`src/hdl/crsp_pkg.sv`:
```
`timescale 1ns / 1ps

package crsp_pkg;

	typedef enum logic [1:0] {
		FAM_FRAME  = 2'd0,
		FAM_SILENT = 2'd1,
		FAM_QUERY  = 2'd2
	} family_t;

	typedef enum logic [1:0] {
		REPLY_ACK    = 2'd0,
		REPLY_NAK    = 2'd1,
		REPLY_IGNORE = 2'd2
	} reply_t;

	typedef enum logic [1:0] {
		CFG_FAMILY    = 2'd0,
		CFG_RIG_ADDR  = 2'd1,
		CFG_BCAST     = 2'd2
	} cfg_index_t;

	// One step's verdict: hit marks that the word produced a result.
	typedef struct packed {
		logic   hit;
		reply_t reply;
	} result_t;

	localparam logic [7:0] PREAMBLE   = 8'hFE;
	localparam logic [7:0] TERMINATOR = 8'hFD;
	localparam logic [7:0] CTRL_ADDR  = 8'hE0;
	localparam logic [7:0] STATUS_OK  = 8'hFB;
	localparam logic [7:0] STATUS_NG  = 8'hFA;
	localparam logic [7:0] QMARK      = 8'h3F;
	localparam logic [7:0] SEMI       = 8'h3B;
	localparam int unsigned MIN_FRAME = 6;
	// Body bytes needed: destination, source and status.
	localparam logic [1:0] MIN_BODY   = 2'(MIN_FRAME - 3);

endpackage

```
`src/hdl/crsp_frame.sv`:
```
`timescale 1ns / 1ps

module crsp_frame (
	input  logic               clk,
	input  logic               arst_n,
	input  logic               step,
	input  logic [7:0]         rx_byte,
	input  logic [7:0]         rig_addr,
	input  logic [7:0]         broadcast_addr,
	output crsp_pkg::result_t  res
);

	logic       in_frame_q, in_frame_d;
	logic       prev_pre_q, prev_pre_d;
	logic [1:0] count_q, count_d;
	logic [7:0] dest_q, dest_d;
	logic [7:0] src_q, src_d;
	logic [7:0] status_q, status_d;
	crsp_pkg::reply_t verdict;

	always_comb begin
		if (count_q < crsp_pkg::MIN_BODY) begin
			verdict = crsp_pkg::REPLY_IGNORE;
		end else if (dest_q != crsp_pkg::CTRL_ADDR) begin
			verdict = crsp_pkg::REPLY_IGNORE;
		end else if (rig_addr != broadcast_addr && src_q != rig_addr) begin
			verdict = crsp_pkg::REPLY_IGNORE;
		end else if (status_q == crsp_pkg::STATUS_OK) begin
			verdict = crsp_pkg::REPLY_ACK;
		end else if (status_q == crsp_pkg::STATUS_NG) begin
			verdict = crsp_pkg::REPLY_NAK;
		end else begin
			verdict = crsp_pkg::REPLY_IGNORE;
		end
	end

	always_comb begin
		in_frame_d = in_frame_q;
		prev_pre_d = prev_pre_q;
		count_d    = count_q;
		dest_d     = dest_q;
		src_d      = src_q;
		status_d   = status_q;
		res.hit    = 1'b0;
		res.reply  = verdict;
		if (step) begin
			if (!in_frame_q) begin
				// Hunting: an FD here is dropped like any other byte.
				if (rx_byte == crsp_pkg::PREAMBLE && prev_pre_q) begin
					in_frame_d = 1'b1;
					prev_pre_d = 1'b0;
					count_d    = 2'd0;
				end else begin
					prev_pre_d = (rx_byte == crsp_pkg::PREAMBLE);
				end
			end else if (rx_byte == crsp_pkg::TERMINATOR) begin
				res.hit    = 1'b1;
				in_frame_d = 1'b0;
				prev_pre_d = 1'b0;
				count_d    = 2'd0;
			end else begin
				unique case (count_q)
					2'd0: dest_d = rx_byte;
					2'd1: src_d = rx_byte;
					2'd2: status_d = rx_byte;
					default: ;
				endcase
				if (count_q != 2'd3) begin
					count_d = count_q + 2'd1;
				end
			end
		end
	end

	always_ff @(posedge clk or negedge arst_n) begin
		if (!arst_n) begin
			in_frame_q <= 1'b0;
			prev_pre_q <= 1'b0;
			count_q    <= 2'd0;
			dest_q     <= 8'd0;
			src_q      <= 8'd0;
			status_q   <= 8'd0;
		end else begin
			in_frame_q <= in_frame_d;
			prev_pre_q <= prev_pre_d;
			count_q    <= count_d;
			dest_q     <= dest_d;
			src_q      <= src_d;
			status_q   <= status_d;
		end
	end

endmodule

```
`src/hdl/crsp_query.sv`:
```
`timescale 1ns / 1ps

module crsp_query (
	input  logic               clk,
	input  logic               arst_n,
	input  logic               step_byte,
	input  logic               step_poll,
	input  logic [7:0]         rx_byte,
	output crsp_pkg::result_t  res
);

	logic qpend_q, qpend_d;
	logic nak_q, nak_d;

	always_comb begin
		qpend_d   = qpend_q;
		nak_d     = nak_q;
		res.hit   = 1'b0;
		res.reply = crsp_pkg::REPLY_ACK;
		if (step_poll) begin
			// A poll is clean only when no refusal went out since the last one.
			res.hit   = !nak_q;
			res.reply = crsp_pkg::REPLY_ACK;
			nak_d     = 1'b0;
			qpend_d   = 1'b0;
		end else if (step_byte) begin
			if (rx_byte == crsp_pkg::SEMI && qpend_q) begin
				res.hit   = 1'b1;
				res.reply = crsp_pkg::REPLY_NAK;
				qpend_d   = 1'b0;
				nak_d     = 1'b1;
			end else begin
				qpend_d = (rx_byte == crsp_pkg::QMARK);
			end
		end
	end

	always_ff @(posedge clk or negedge arst_n) begin
		if (!arst_n) begin
			qpend_q <= 1'b0;
			nak_q   <= 1'b0;
		end else begin
			qpend_q <= qpend_d;
			nak_q   <= nak_d;
		end
	end

endmodule

```
`src/hdl/cat_reply_stream_parser_top.sv`:
```
`timescale 1ns / 1ps

// Radio reply classifier. Each input word is one received byte (tuser low) or an
// end-of-chunk poll (tuser high); a word yields at most one reply word. The block
// takes one word per cycle while the output register is drained: a word is held
// in the input register while its verdict is formed, and the verdict is registered
// into the output register when the word advances; s_axis_tready follows
// m_axis_tready combinationally when both registers are full. Configuration is
// to be written only while the stream is idle, which the block does not enforce;
// the frame and query state is kept across family changes.
module cat_reply_stream_parser_top (
	input  logic       clk,
	input  logic       arst_n,
	input  logic       s_axis_tvalid,
	output logic       s_axis_tready,
	input  logic [7:0] s_axis_tdata,   // [7:0] rx_byte
	input  logic       s_axis_tuser,   // [0] req_type (1 = poll)
	output logic       m_axis_tvalid,
	input  logic       m_axis_tready,
	output logic [7:0] m_axis_tdata,   // [1:0] reply, [7:2] zero
	input  logic       cfg_we,
	input  logic [1:0] cfg_index,
	input  logic [7:0] cfg_wdata
);

	logic [1:0] family_q;
	logic [7:0] rig_addr_q;
	logic [7:0] bcast_q;

	logic       valid_s1;
	logic       poll_s1;
	logic [7:0] byte_s1;
	logic       advance;

	logic       out_valid_q;
	logic [1:0] out_reply_q;

	crsp_pkg::result_t frame_res, query_res, sel_res;

	always_ff @(posedge clk or negedge arst_n) begin
		if (!arst_n) begin
			family_q   <= crsp_pkg::FAM_FRAME;
			rig_addr_q <= 8'd0;
			bcast_q    <= 8'd0;
		end else if (cfg_we) begin
			unique case (cfg_index)
				crsp_pkg::CFG_FAMILY:   family_q <= cfg_wdata[1:0];
				crsp_pkg::CFG_RIG_ADDR: rig_addr_q <= cfg_wdata;
				crsp_pkg::CFG_BCAST:    bcast_q <= cfg_wdata;
				default: ;
			endcase
		end
	end

	assign advance       = valid_s1 && (!out_valid_q || m_axis_tready);
	assign s_axis_tready = !valid_s1 || advance;

	always_ff @(posedge clk or negedge arst_n) begin
		if (!arst_n) begin
			valid_s1 <= 1'b0;
		end else if (s_axis_tready) begin
			valid_s1 <= s_axis_tvalid;
		end
	end

	always_ff @(posedge clk) begin
		if (s_axis_tvalid && s_axis_tready) begin
			poll_s1 <= s_axis_tuser;
			byte_s1 <= s_axis_tdata;
		end
	end

	crsp_frame u_frame (
		.clk            (clk),
		.arst_n         (arst_n),
		.step           (advance && !poll_s1 && family_q == crsp_pkg::FAM_FRAME),
		.rx_byte        (byte_s1),
		.rig_addr       (rig_addr_q),
		.broadcast_addr (bcast_q),
		.res            (frame_res)
	);

	crsp_query u_query (
		.clk       (clk),
		.arst_n    (arst_n),
		.step_byte (advance && !poll_s1 && family_q == crsp_pkg::FAM_QUERY),
		.step_poll (advance && poll_s1 && family_q == crsp_pkg::FAM_QUERY),
		.rx_byte   (byte_s1),
		.res       (query_res)
	);

	always_comb begin
		unique case (family_q)
			crsp_pkg::FAM_FRAME:  sel_res = frame_res;
			crsp_pkg::FAM_QUERY:  sel_res = query_res;
			crsp_pkg::FAM_SILENT: begin
				sel_res.hit   = poll_s1;
				sel_res.reply = crsp_pkg::REPLY_ACK;
			end
			default: begin
				sel_res.hit   = 1'b0;
				sel_res.reply = crsp_pkg::REPLY_IGNORE;
			end
		endcase
	end

	always_ff @(posedge clk or negedge arst_n) begin
		if (!arst_n) begin
			out_valid_q <= 1'b0;
		end else if (advance) begin
			out_valid_q <= sel_res.hit;
		end else if (m_axis_tready) begin
			out_valid_q <= 1'b0;
		end
	end

	always_ff @(posedge clk) begin
		if (advance) begin
			out_reply_q <= sel_res.reply;
		end
	end

	assign m_axis_tvalid = out_valid_q;
	assign m_axis_tdata  = {6'd0, out_reply_q};

endmodule

```
`config.mk`:
```
export PLATFORM = sky130hd
export DESIGN_NAME = cat_reply_stream_parser_top
export DESIGN_NICKNAME = d
export VERILOG_FILES = /design/src/hdl/crsp_pkg.sv /design/src/hdl/crsp_frame.sv /design/src/hdl/crsp_query.sv /design/src/hdl/cat_reply_stream_parser_top.sv
export SDC_FILE = /design/constraint.sdc
export NUM_CORES = 1
export LEC_CHECK = 0
export BUFFER_PORTS_ARGS = -buffer_cell sky130_fd_sc_hd__buf_2
export CORE_MARGIN = 1.5
export CORE_UTILIZATION = 28
export CTS_BUF_LIST = sky130_fd_sc_hd__clkbuf_8
export DETAILED_ROUTE_END_ITERATION = 8
export GPL_TIMING_DRIVEN = 0
export PLACE_DENSITY = 0.52
export SETUP_SLACK_MARGIN = 0.2
export SLEW_MARGIN = 30
export SYNTH_ARGS = -nofsm -noshare
export SYNTH_HDL_FRONTEND = slang
export SYNTH_SLANG_ARGS = --single-unit
```
`constraint.sdc`:
```
create_clock -name clk -period 1.6 [get_ports clk]
set_input_delay 0 -clock clk [delete_from_list [all_inputs] [get_ports clk]]
set_output_delay 0 -clock clk [all_outputs]
set_load 0.01 [all_outputs]
```
Yosys cells after proc, flatten, opt, wreduce, memory -nomap -nowiden
Index checks and enable logic that the tools add are counted.
Operators by class
  add/subtract/negate cells: 1
  reductions and logical operators: 32
  order comparisons: 1
  multiplexer cells: 30
  bitwise gates (word level): 1
  equality and inequality tests: 18
Operators with widths (count)
  $eq 8x8->1 const B: 4
  $mux 2: 9
  $mux 1: 17
  $eq 8x6->1 const B: 2
  $ne 8x8->1: 2
  $reduce_and 4->1: 3
  $logic_and 1x1->1: 10
  $reduce_and 2->1: 5
  $mux 3: 3
  $pmux 3 s3: 1
  $ne 8x8->1 const B: 1
  $reduce_bool 2->1: 4
  $eq 2x1->1 const B: 3
  $eq 2x2->1 const B: 3
  $logic_not 2->1: 3
  $logic_not 1->1: 4
  $ne 2x2->1 const B: 2
  $ne 3x3->1 const B: 1
  $reduce_and 3->1: 1
  $add 2x1->2 const B: 1
  $logic_or 1x1->1: 2
  $lt 2x2->1 const B: 1
  $not 1->1: 1
Word-level totals
  logic and storage cells: 99
  flip-flop bits (word level): 61
  input bits: 24

Logic depth before layout (Yosys ltp)
  depth after elaboration: 9
  gate-level depth with buffers: 6

Cells and area by module
From an unflattened synthesis, not the netlist that was laid out.
Unflattened totals
  cells, all modules: 208
  area, all modules: 2886.5 µm²
Modules (own cells, without submodules)
  crsp_frame: area an instance 1450.1 µm², seq. area each 700.7 µm², cells an instance 116, instances 1
  cat_reply_stream_parser_top: area an instance 1273.7 µm², seq. area each 830.8 µm², cells an instance 77, instances 1
  crsp_query: area an instance 162.7 µm², seq. area each 50.0 µm², cells an instance 15, instances 1

Worst setup path before layout
Ideal clock, no wire load.
  path kind: reg2reg
  start point: register family_q[0]
  end point: register u_frame.dest_q[0]
  data required time: 1472 ps
  setup time: 128 ps
  arrival time: 1515 ps
  path slack: -42 ps
  path buffers: 1
  cell stages (with the launch flop): 7
  path through: dfrtp_1 > inv_1 > ha_1 > and4b_1 > buf_4 > nand3_4 > mux2_1
On the way
  word-level cells in the longest chain between the ends: 3
Ends and longest elaborated chain
  from (decl): RTL line cat_reply_stream_parser_top.sv:26  | logic [1:0] family_q;
  from (signal assigned): RTL line cat_reply_stream_parser_top.sv:42  | family_q <= crsp_pkg::FAM_FRAME;
  from (signal assigned): RTL line cat_reply_stream_parser_top.sv:47  | crsp_pkg::CFG_FAMILY: family_q <= cfg_wdata[1:0];
  $logic_not 2->1: RTL line cat_reply_stream_parser_top.sv:76  | .step (advance && !poll_s1 && family_q == crsp_pkg::FAM_FRAME),
  $logic_and 1x1->1: RTL line cat_reply_stream_parser_top.sv:76
  $reduce_and 4->1 (no source line)
  to (signal assigned): RTL line crsp_frame.sv:87  | dest_q <= dest_d;
  to (decl): RTL line crsp_frame.sv:16  | logic [7:0] dest_q, dest_d;
Every way passes these cells.
A chain may end at the register's enable or synchronous reset.

==> impl_metrics.json <==
{
  "p_leak_nw": 1.751,
  "reg2reg_slack_ns": -0.02,
  "nets": 329,
  "busiest_layer": "met2",
  "total_power_mw": 4.515,
  "first_global_vias": 2019,
  "worstPathCellList": "buf_4 > buf_4 > ha_1 > and3_1 > nand4_1 > a21bo_2",
  "wl_mm": 5.722,
  "setup_slack_ns": -0.02363,
  "drcViolationCount": 0,
  "io_pins": 34,
  "drive_above_1_share_pct": 40.73,
  "design_area_um2": 3916,
  "p_sw_share_pct": 27.27,
  "fillers": 939,
  "die_w_um": 104.3,
  "start_util_pct": 29.11,
  "min_path_type": "input pin to flip-flop",
  "place_congestion": 0.7099,
  "clockRootBuffer": "clkbuf_8",
  "rows": 36,
  "rsz0062_at_grt": "yes",
  "dieArea_um2": 10870,
  "met2_usage_pct": 17.67,
  "firstDrtPassIters": 4,
  "slowest_stage": "dfrtp_1",
  "slew_violations": 0,
  "drt-initial-drc-count": 89,
  "power_frac_seq_pct": 46.2,
  "arrival_ns": 1.72,
  "grt_pass1_wl_mm": 9.673,
  "drv_cap": 0,
  "grt_max_degree": 51,
  "pwr-share-comb_pct": 23.5,
  "fp.coreArea_um2": 9864,
  "viasPerCell": 4.343,
  "grt_use_met3_pct": 3.885,
  "min_to": "family_q[1]",
  "internal_power_mw": 3.284,
  "final_cells": 435,
  "place_area_um2": 3257,
  "numCtsBuffers": 9,
  "endpoint_kind": "flip-flop",
  "track_usage_pct": 11.36,
  "vias": 1889,
  "clk_latency_ns": 0.34,
  "clock_sinks": 61,
  "layout_common_cells": "50 x dfrtp_1, 26 x buf_2, 23 x mux2_4, 23 x buf_4, 21 x dlygate4sd3_1",
  "dieHeight_um": 104.3,
  "cp-start-kind": "flip-flop",
  "clk_pin_slew_ns": 0.07,
  "cts_buffer_depth": 2,
  "num_antenna_cells": 0,
  "crit_fanout": 5,
  "cp.required_ns": 1.69,
  "r2r_start": "family_q[1]",
  "wl_per_cell_um": 13.15,
  "synth-seq-cells": 61,
  "hold_viol": 0,
  "switchingPower_mw": 1.231,
  "place_ws_ns": -0.2070,
  "regArea_um2": 1582,
  "io_buffers": 27,
  "power_density_nw_per_um2": 1153,
  "r2r-end": "out_reply_q[0]",
  "use_met1_pct": 14.83,
  "crit_top_cell": "buf_4",
  "place_inst": 381,
  "cts_tree": "done",
  "slew_headroom_pct": 56.96,
  "place_hpwl_mm": 3.823,
  "hold_depth": 4,
  "overflow": 0,
  "hold_start": "cfg_index[0]",
  "syn_area_um2": 2872,
  "cp_slowest_stage_delay_ns": 0.40,
  "yosysUniqueCellTypes": 38,
  "antenna_found_initial": 0,
  "fmax_mhz": 615.9,
  "fin_skew_ns": 0.008809,
  "clockPowerShare_pct": 30.3,
  "multi_input_area_um2": 1393,
  "ir_drop_mv": 0.6088,
  "violations": "negative setup slack",
  "cts.htree.levels": 3,
  "status": "complete, but fails checks",
  "worstRegToRegCells": 6,
  "area_growth_pct": 36.38,
  "synthCells": 216,
  "worstMarginPinSlew_ns": 0.6455,
  "period_minus_slack_ns": 1.624,
  "yosysSeqAreaShare_pct": 55.08,
  "layout_commonest_cell": "dfrtp_1",
  "worstSetupPathType": "flip-flop to flip-flop",
  "setup_viol": 17,
  "synth_area_per_cell_um2": 13.29,
  "antenna_left": 0,
  "finalCritPeriodShare_pct": 101.5,
  "yosysWarnings": 0
}
==> power groups by stage <==
stage	Combinational, mW	Sequential (mW)	Clock, mW
finish	1.06	2.08	1.37
detailed placement	0.791	2.13	0
floorplan	0.627	2.07	0
CTS	1.04	2.08	1.41
global placement	0.780	2.13	0
global route	1.17	2.12	1.47
==> critical path, delay by kind of cell, from the launching register on <==
kind | cells | cell delay, ns
adders and majority gates | 1 | 0.20
AOI/OAI and AO/OA | 1 | 0.22
DFF | 1 | 0.40
buffers and inverters | 2 | 0.26
and+or+nand+nor | 2 | 0.30
==> cells in the mapped netlist <==
cell       count  area [µm²]
dfrtp_1       50        1251
nand3_4        3       52.55
buf_4          7       52.55
o2bb2ai_1      4       35.03
o31a_2         1       10.01
nor4_1         3       18.77
a21oi_1        4       20.02
o22ai_1        1       6.260
nand2b_1       3       18.77
ha_1           8       100.1
a41oi_1        2       17.52
mux2_2        23       259.0
nor4b_2        1       15.01
a21bo_2        1       10.01
nand4_2        1       12.51
mux2_1        17       191.4
nor2b_1        3       18.77
and2_1         2       12.51
nand4b_1       2       17.52
nand3b_1       4       30.03
and3_1         1       6.260
conb_1         1       3.750
inv_1          8       30.03
o31ai_1        1       7.510
edfxtp_1      11       330.3
nand2_1        5       18.77
nand3_1        4       20.02
nor4bb_1       1       10.01
nor3b_1        2       15.01
xnor2_1       16       140.1
and4b_1        1       10.01
clkbuf_1       2       7.510
o21ai_0        5       25.02
nor3_1         2       10.01
nor2_1         6       22.52
a32oi_1        1       8.760
a31oi_1        3       18.77
nand4_1        6       37.54
==> registers in the layout (all words and copies together) (netlist names) <==
register	cells
bcast_q	8
byte_s1	8
family_q	2
m_axis_tvalid	1
out_reply_q	2
poll_s1	1
rig_addr_q	8
u_frame.count_q	2
u_frame.dest_q	8
u_frame.in_frame_q	1
u_frame.prev_pre_q	1
u_frame.src_q	8
u_frame.status_q	8
u_query.nak_q	1
u_query.qpend_q	1
valid_s1	1
==> metrics by stage <==
step	hold slack (ns)	TNS, ns	utilization, %
floorplan	-0.2956	0	-
global placement	0.1772	-4.329	32.99
detailed placement	0.07900	-4.596	33.02
CTS	0.02365	-0.03878	39.22
global route	0.06842	-2.066	39.70
finish	0.02859	-0.1437	39.70
==> kinds of logic after synthesis <==
logic type	after synthesis	share of synthesized area (%)
flip-flops	61	55.08
AND/OR/NAND/NOR	50	12.07
multiplexers	40	15.69
AO/OA/AOI/OAI	23	5.534
buffers and inverters	17	3.137
XOR/XNOR	16	4.880
adder cells (fa/ha/maj)	8	3.486
other	1	0.1306
==> cell type report <==
cell class,count,area share [%]
well taps,133,4.249
flip-flops and latches,61,40.38
plain buffers,9,1.661
clock inverters,6,1.629
clock buffers,10,3.514
multi-input cells,143,35.56
repair buffers,65,12.24
inverters,8,0.7668
==> routing by layer <==
metal  up-vias  share of wire, %
li1        939                 -
met1       909                49
met2        36                47
met3         5               3.5
met4         0               1.0
met5         -                 0
==> timing repair <==
item | CTS | global route
hold endpoints to repair | 78 | 0
gates resized for setup | 21 | 5
setup buffers | 14 | 3
hold buffers | 21 | 0
pin swaps | 6 | 3
gates cloned | 0 | 0
setup endpoints to repair | 33 | 42
==> how the worst max path moves through the flow <==
stage / from / endpoint / slack (ns) / cells past startpoint
finish: family_q[1] / out_reply_q[0] / -0.02 / 6
global route: family_q[1] / u_frame.src_q[7] / -0.09 / 6
global placement: byte_s1[0] / u_frame.src_q[1] / -0.19 / 4
CTS: family_q[0] / u_frame.src_q[5] / -0.008 / 6
floorplan: family_q[0] / u_frame.src_q[1] / 0.04 / 6
detailed placement: byte_s1[2] / u_frame.src_q[1] / -0.21 / 4
Power figures use the tool's default switching activity.
